===== src/utf8d_pkg.sv =====
// ----------------------------------------------------------------------------
// utf8d_pkg
// Shared types, constants and lead-byte decode for the UTF-8 byte decoder.
// ----------------------------------------------------------------------------
package utf8d_pkg;

   localparam int CodeWidth = 42;
   localparam int LenWidth  = 4;
   localparam int PendWidth = 3;

   // Longest sequence accepted; longer leads are dropped like stray bytes.
   localparam logic [LenWidth-1:0] MaxSeqBytes = 4'd8;

   // Lead prefixes, longest first
   localparam logic [7:0] Lead8 = 8'hFF;
   localparam logic [7:0] Lead7 = 8'hFE;
   localparam logic [7:0] Lead6 = 8'hFC;
   localparam logic [7:0] Lead5 = 8'hF8;
   localparam logic [7:0] Lead4 = 8'hF0;
   localparam logic [7:0] Lead3 = 8'hE0;
   localparam logic [7:0] Lead2 = 8'hC0;
   localparam logic [7:0] ContMask = 8'h3F;

   typedef struct packed {
      logic [LenWidth-1:0] len;      // 0 when not a lead
      logic [7:0]          payload;  // byte with prefix bits cleared
   } lead_info_type;

   typedef struct packed {
      logic                 valid;
      logic [CodeWidth-1:0] code_point;
      logic [LenWidth-1:0]  seq_bytes;
   } result_type;

   function automatic lead_info_type lead_decode(input logic [7:0] b);
      lead_info_type info;
      info.len     = '0;
      info.payload = '0;
      if ((b & Lead8) == Lead8) begin
         info.len     = 4'd8;
         info.payload = b & ~Lead8;
      end else if ((b & Lead7) == Lead7) begin
         info.len     = 4'd7;
         info.payload = b & ~Lead7;
      end else if ((b & Lead6) == Lead6) begin
         info.len     = 4'd6;
         info.payload = b & ~Lead6;
      end else if ((b & Lead5) == Lead5) begin
         info.len     = 4'd5;
         info.payload = b & ~Lead5;
      end else if ((b & Lead4) == Lead4) begin
         info.len     = 4'd4;
         info.payload = b & ~Lead4;
      end else if ((b & Lead3) == Lead3) begin
         info.len     = 4'd3;
         info.payload = b & ~Lead3;
      end else if ((b & Lead2) == Lead2) begin
         info.len     = 4'd2;
         info.payload = b & ~Lead2;
      end
      return info;
   endfunction

endpackage


===== src/utf8d_core.sv =====
// ----------------------------------------------------------------------------
// utf8d_core
// Sequence state and per-byte step: accumulates payload, flags completion.
// ----------------------------------------------------------------------------
module utf8d_core (
   input  logic                         clock,
   input  logic                         reset,
   input  logic                         take,
   input  logic [7:0]                   in_byte,
   input  logic                         end_of_buffer,
   output utf8d_pkg::result_type        result
);

   logic [utf8d_pkg::PendWidth-1:0] pending_ff, pending_in;
   logic [utf8d_pkg::CodeWidth-1:0] accum_ff, accum_in;
   logic [utf8d_pkg::LenWidth-1:0]  open_len_ff, open_len_in;

   utf8d_pkg::lead_info_type        lead;
   logic [utf8d_pkg::CodeWidth-1:0] shifted;
   logic [utf8d_pkg::PendWidth-1:0] pend_dec;

   always_comb begin
      lead     = utf8d_pkg::lead_decode(in_byte);
      shifted  = {accum_ff[utf8d_pkg::CodeWidth-7:0], in_byte[5:0]};
      pend_dec = pending_ff - 3'd1;

      pending_in  = pending_ff;
      accum_in    = accum_ff;
      open_len_in = open_len_ff;
      result      = '0;

      if (take) begin
         if (pending_ff != '0) begin
            // open sequence: every byte counts as a continuation
            if (pend_dec == '0) begin
               result.valid      = 1'b1;
               result.code_point = shifted;
               result.seq_bytes  = open_len_ff;
               pending_in  = '0;
               accum_in    = '0;
               open_len_in = '0;
            end else if (end_of_buffer) begin
               pending_in  = '0;
               accum_in    = '0;
               open_len_in = '0;
            end else begin
               pending_in = pend_dec;
               accum_in   = shifted;
            end
         end else if (!in_byte[7]) begin
            // ASCII passes straight through
            result.valid      = 1'b1;
            result.code_point = {{(utf8d_pkg::CodeWidth-8){1'b0}}, in_byte};
            result.seq_bytes  = 4'd1;
         end else if (lead.len == '0 || lead.len > utf8d_pkg::MaxSeqBytes
                      || end_of_buffer) begin
            // stray continuation, overlong lead, or lead cut off by end
            pending_in  = '0;
            accum_in    = '0;
            open_len_in = '0;
         end else begin
            pending_in  = utf8d_pkg::PendWidth'(lead.len - 4'd1);
            accum_in    = {{(utf8d_pkg::CodeWidth-8){1'b0}}, lead.payload};
            open_len_in = lead.len;
         end
      end
   end

   always_ff @(posedge clock) begin
      if (reset) begin
         pending_ff  <= '0;
         accum_ff    <= '0;
         open_len_ff <= '0;
      end else begin
         pending_ff  <= pending_in;
         accum_ff    <= accum_in;
         open_len_ff <= open_len_in;
      end
   end

endmodule


===== src/utf8_byte_stream_decoder.sv =====
// ----------------------------------------------------------------------------
// utf8_byte_stream_decoder
// Extended UTF-8 decoder (2..8 byte sequences), one byte in per item.
// ----------------------------------------------------------------------------
// A character appears on rsp in the cycle after its last byte is taken.
// Throughput: one byte per cycle; the sequence state updates in one step per
// byte, so the only limit is the result register draining on rsp.
// Reset (synchronous, active high) closes any open sequence and empties the
// result register.
module utf8_byte_stream_decoder (
   input  logic                                clock,
   input  logic                                reset,
   // byte input
   input  logic                                req_valid,
   output logic                                req_stall,
   input  logic [7:0]                          req_in_byte,
   input  logic                                req_end_of_buffer,
   // decoded characters
   output logic                                rsp_valid,
   input  logic                                rsp_stall,
   output logic [utf8d_pkg::CodeWidth-1:0]     rsp_code_point,
   output logic [utf8d_pkg::LenWidth-1:0]      rsp_seq_bytes
);

   // Result register: holds one character until rsp takes it.
   logic                             rsp_valid_ff, rsp_valid_in;
   logic [utf8d_pkg::CodeWidth-1:0]  rsp_code_ff, rsp_code_in;
   logic [utf8d_pkg::LenWidth-1:0]   rsp_len_ff, rsp_len_in;

   utf8d_pkg::result_type            step;
   logic                             take;

   // Stall input only while a finished character sits unclaimed. When the
   // register is empty or being drained this cycle, a new byte goes in.
   assign req_stall = rsp_valid_ff & rsp_stall;
   assign take      = req_valid & ~req_stall;

   utf8d_core u_core (
      .clock         (clock),
      .reset         (reset),
      .take          (take),
      .in_byte       (req_in_byte),
      .end_of_buffer (req_end_of_buffer),
      .result        (step)
   );

   always_comb begin
      rsp_valid_in = rsp_valid_ff;
      rsp_code_in  = rsp_code_ff;
      rsp_len_in   = rsp_len_ff;
      if (!rsp_valid_ff || !rsp_stall) begin
         // register free (or emptied now): load whatever this byte produced
         rsp_valid_in = step.valid;
         rsp_code_in  = step.code_point;
         rsp_len_in   = step.seq_bytes;
      end
   end

   always_ff @(posedge clock) begin
      if (reset) begin
         rsp_valid_ff <= 1'b0;
      end else begin
         rsp_valid_ff <= rsp_valid_in;
      end
   end

   // payload needs no reset
   always_ff @(posedge clock) begin
      rsp_code_ff <= rsp_code_in;
      rsp_len_ff  <= rsp_len_in;
   end

   assign rsp_valid      = rsp_valid_ff;
   assign rsp_code_point = rsp_code_ff;
   assign rsp_seq_bytes  = rsp_len_ff;

endmodule


===== config.mk =====
export PLATFORM = sky130hd
export DESIGN_NAME = utf8_byte_stream_decoder
export DESIGN_NICKNAME = d
export VERILOG_FILES = /design/src/utf8d_pkg.sv /design/src/utf8d_core.sv /design/src/utf8_byte_stream_decoder.sv
export SDC_FILE = /design/constraint.sdc
export NUM_CORES = 1
export LEC_CHECK = 0
export BUFFER_PORTS_ARGS = -buffer_cell sky130_fd_sc_hd__buf_2
export CAP_MARGIN = 10
export CORE_MARGIN = 5
export CORE_UTILIZATION = 50
export CTS_CLUSTER_DIAMETER = 150
export DETAILED_ROUTE_END_ITERATION = 8
export PLACE_DENSITY = 0.72
export SLEW_MARGIN = 20
export SYNTH_ARGS = -nofsm -noshare
export SYNTH_HDL_FRONTEND = slang
export SYNTH_HIERARCHICAL = 1
export SYNTH_SLANG_ARGS = --single-unit

===== constraint.sdc =====
create_clock -name clock -period 2.45 [get_ports clock]
set_input_delay 0.1225 -clock clock [delete_from_list [all_inputs] [get_ports clock]]
set_output_delay 0.1225 -clock clock [all_outputs]
set_load 0.005 [all_outputs]

==> metrics <==
status complete, no violations; cells resized by post-CTS repair 0; Worst Max-Slew Pin Slew 0.897 ns; Main synth FF type edfxtp_1; Synthesis Warnings 6; first-pass GRT wire length about 12000 um; delay-heaviest family, CP simple AND/OR/NAND/NOR gates; via/cell ratio about 5.3; largest net degree at the start of global routing 47; share of total power in sequential cells about 55%; WP buf/inv 3; Sink Count 90; Global Route Usage Sum ~16%; GR met2 Demand/Resource between 20 and 25%; Data required, critical path about 2.7 ns; initial antenna violation count 0; number of synthesized register bits 90; worst hold path type input pin to flop; post-route ant nets 0; Detail Placement HPWL between 4000 and 5000 um; Final Setup Violations 0; Net Switching approximately 820 uW; Critical Path AT between 2 and 2.5 ns; slowest CP cell or3b_1; Total Die Area roughly 0.0094 sq mm; Clk Latency, worst-skew pair ~0.36 ns; Period minus WS final 2.18 ns; Slew Limit Fails 0; CP max FO 33; peak supply drop 312 uV; CTS root buf clkbuf_8; first drt pass iteration count 5; met3 usage 3.74%; Post-synth EDFFs 46; dpl cells roughly 460; Yosys cell types 50; GRT overflow 0; Multi-input gate area around 0.0014 sq mm; final core utilization between 50 and 60%; slew margin rel. between 40% and 50%; sw frac between 20 and 30%; register area share after synthesis roughly three fifths; critical path's largest stage delay about 0.4 ns; CTS Hold Buffers Added 0; post-synthesis cell count around 320; Synthesized Nets about 340; Vias between 2000 and 3000; leakage power ~0.0019 uW; core area 0.00733 sq mm; Fillers approximately 630; Die Y 97.0 um; Startpoint Class flop; die width 97.0 um; mean area per synthesized cell roughly 12 sq um; Setup Crit Path Kind flop to flop; IO buf count 60; RePlAce Congestion approximately 0.86; fmax ~460 MHz; CP cell instances inv_1 -> ha_1 -> or3b_1 -> nand2_1 -> buf_12 -> a21oi_2 -> buf_4 -> nor3_1; combinational share of power about an eighth; IO Count slightly above 60; CTS Buf Count 9; largest family of logic cells by synthesized area simple AND/OR/NAND/NOR gates; share of cells above drive strength 1 22.8%; synthesized area between 0.003 and 0.004 sq mm; DRC 0; Max Buffers Root-to-Sink 2; Area growth, synth to finish 15.0%; clk slew on worst S/H paths about 0.09 ns; final setup TNS 0 ns; Synth Area in Simple Gates approximately 20%; post-route insts no fill 480; Reg area roughly 0.0023 sq mm; Final #Nets 393; Rows 31; critical path capture point type flop; Initial Utilization between 50% and 60%; ANT cells 0; Compound-Gate Fraction of Synth Area between 6 and 7%; RSZ-0062 raised after global routing false; met1 GRT Util between 20% and 30%; period utilization between 80% and 90%; max-cap violations 0; Fin. Hold Viols 0; initial detailed-routing violation count 137; H-tree lvl count 3; Int Power roughly 2200 uW; post-synthesis mux area share under 10%; async set-reset flop share out of synthesis 0%; GR peak layer met2; wire length per cell around 15 um; xor/xnor share of the synthesized area 0.231%; Synth Area in Adders around 1.3%; postcts setup bufs 0; PD cells 688 mW/mm^2; vias in the first global route 2450; Post-Route WL ~7300 um; TritonCTS clock tree done; reg-to-reg slack, setup 0.27 ns; Clock Power Share 32.3%; Layout Skew 0.0116 ns
-- state kept, by name (all words and copies together) (netlist names) --
register / count
u_core/open_len_ff: 4
rsp_code_point: 42
u_core/pending_ff: 3
u_core/accum_ff: 36
rsp_seq_bytes: 4
rsp_valid: 1
-- routing by layer --
metal	part of all wire [%]	wire length, um	vias up
met4	1.1	80	0
li1	-	-	1262
met5	0	0	-
met2	50	3640	49
met1	45	3300	1216
met3	4.1	302	6
-- path summary, 6_finish.rpt --
kind | cells after the start | end | startpoint
setup reg to reg | 8 | u_core/accum_ff[31] | u_core/pending_ff[1]
hold reg to reg | 2 | u_core/open_len_ff[3] | u_core/open_len_ff[3]
hold / removal | 3 | rsp_valid | rsp_stall
setup / recovery | 8 | u_core/accum_ff[31] | u_core/pending_ff[1]
-- cell families after synthesis --
logic type / after synthesis
simple gates: 128
mux: 36
flops: 90
compound gates: 34
buf+inv: 28
fa+ha+maj: 4
xor+xnor: 1
-- synthesized netlist by cell type (2+ instances only) --
cell type | number | area share (%)
and2_1 | 47 | 7.8
edfxtp_1 | 46 | 36
dfxtp_1 | 44 | 23
mux2i_1 | 36 | 9.5
nor3_1 | 33 | 4.4
clkbuf_1 | 14 | 1.4
nand2_1 | 12 | 1.2
a21oi_1 | 7 | 0.92
inv_1 | 7 | 0.69
nand2b_1 | 6 | 0.99
nor2_1 | 6 | 0.59
o21ai_0 | 5 | 0.66
ha_1 | 4 | 1.3
nand4_1 | 4 | 0.66
buf_2 | 3 | 0.40
nand3_1 | 3 | 0.40
nor2b_1 | 3 | 0.50
a21o_1 | 2 | 0.40
a32oi_1 | 2 | 0.46
buf_4 | 2 | 0.40
nand3b_1 | 2 | 0.40
o211ai_1 | 2 | 0.40
o21a_1 | 2 | 0.40
or3b_1 | 2 | 0.46
or4b_1 | 2 | 0.53
-- power by group through the flow --
stage | registers [uW] | logic (uW) | clock network [uW]
after floorplan | 1690 | 253 | 0
after global placement | 1690 | 363 | 0
after detailed placement | 1700 | 366 | 0
after CTS | 1660 | 368 | 989
after global routing | 1670 | 401 | 1070
final | 1660 | 368 | 968
-- cells in the final DEF, fill, tap and decap left out, drive strengths merged, types with 2 or more instances in the layout --
| cell type | synthesis | layout |
|---|---|---|
| a21o | 2 | 2 |
| a21oi | 8 | 8 |
| a32oi | 2 | 2 |
| and2 | 48 | 48 |
| buf | 6 | 64 |
| clkbuf | 14 | 9 |
| clkinv | 0 | 2 |
| dfxtp | 44 | 44 |
| edfxtp | 46 | 46 |
| ha | 4 | 4 |
| inv | 8 | 12 |
| mux2i | 36 | 36 |
| nand2 | 12 | 12 |
| nand2b | 6 | 6 |
| nand3 | 3 | 3 |
| nand3b | 2 | 2 |
| nand4 | 4 | 4 |
| nor2 | 7 | 7 |
| nor2b | 3 | 3 |
| nor3 | 33 | 33 |
| o211ai | 2 | 2 |
| o21a | 2 | 2 |
| o21ai | 6 | 6 |
| or3b | 3 | 3 |
| or4b | 2 | 2 |
-- metrics by stage --
stage                     total power, uW  cell area [sq um]  setup slack, ns  hold slack, ns
after floorplan                      1950               3790            0.305           0.195
final                                3000               4360            0.275          0.0474
after CTS                            3020               4360            0.257          0.0441
after detailed placement             2060               4160            0.280           0.431
after global routing                 3140               4360           0.0348          0.0479
after global placement               2060               4160            0.363           0.374
-- area by class of cell --
cell class              instances  area share, %
clock buffers                   9           2.84
multi-input cells             203           32.2
clock inverters                 7           1.67
inverters                       8          0.689
well taps                      99           2.84
flip-flops and latches         90           51.9
repair buffers                 64           7.87
-- tightest hold or removal path: stages --
cell	delay (ns)
buf_2	0.09
a21oi_1	0.07
nor2_1	0.09
(Power assumes the default switching activity.)
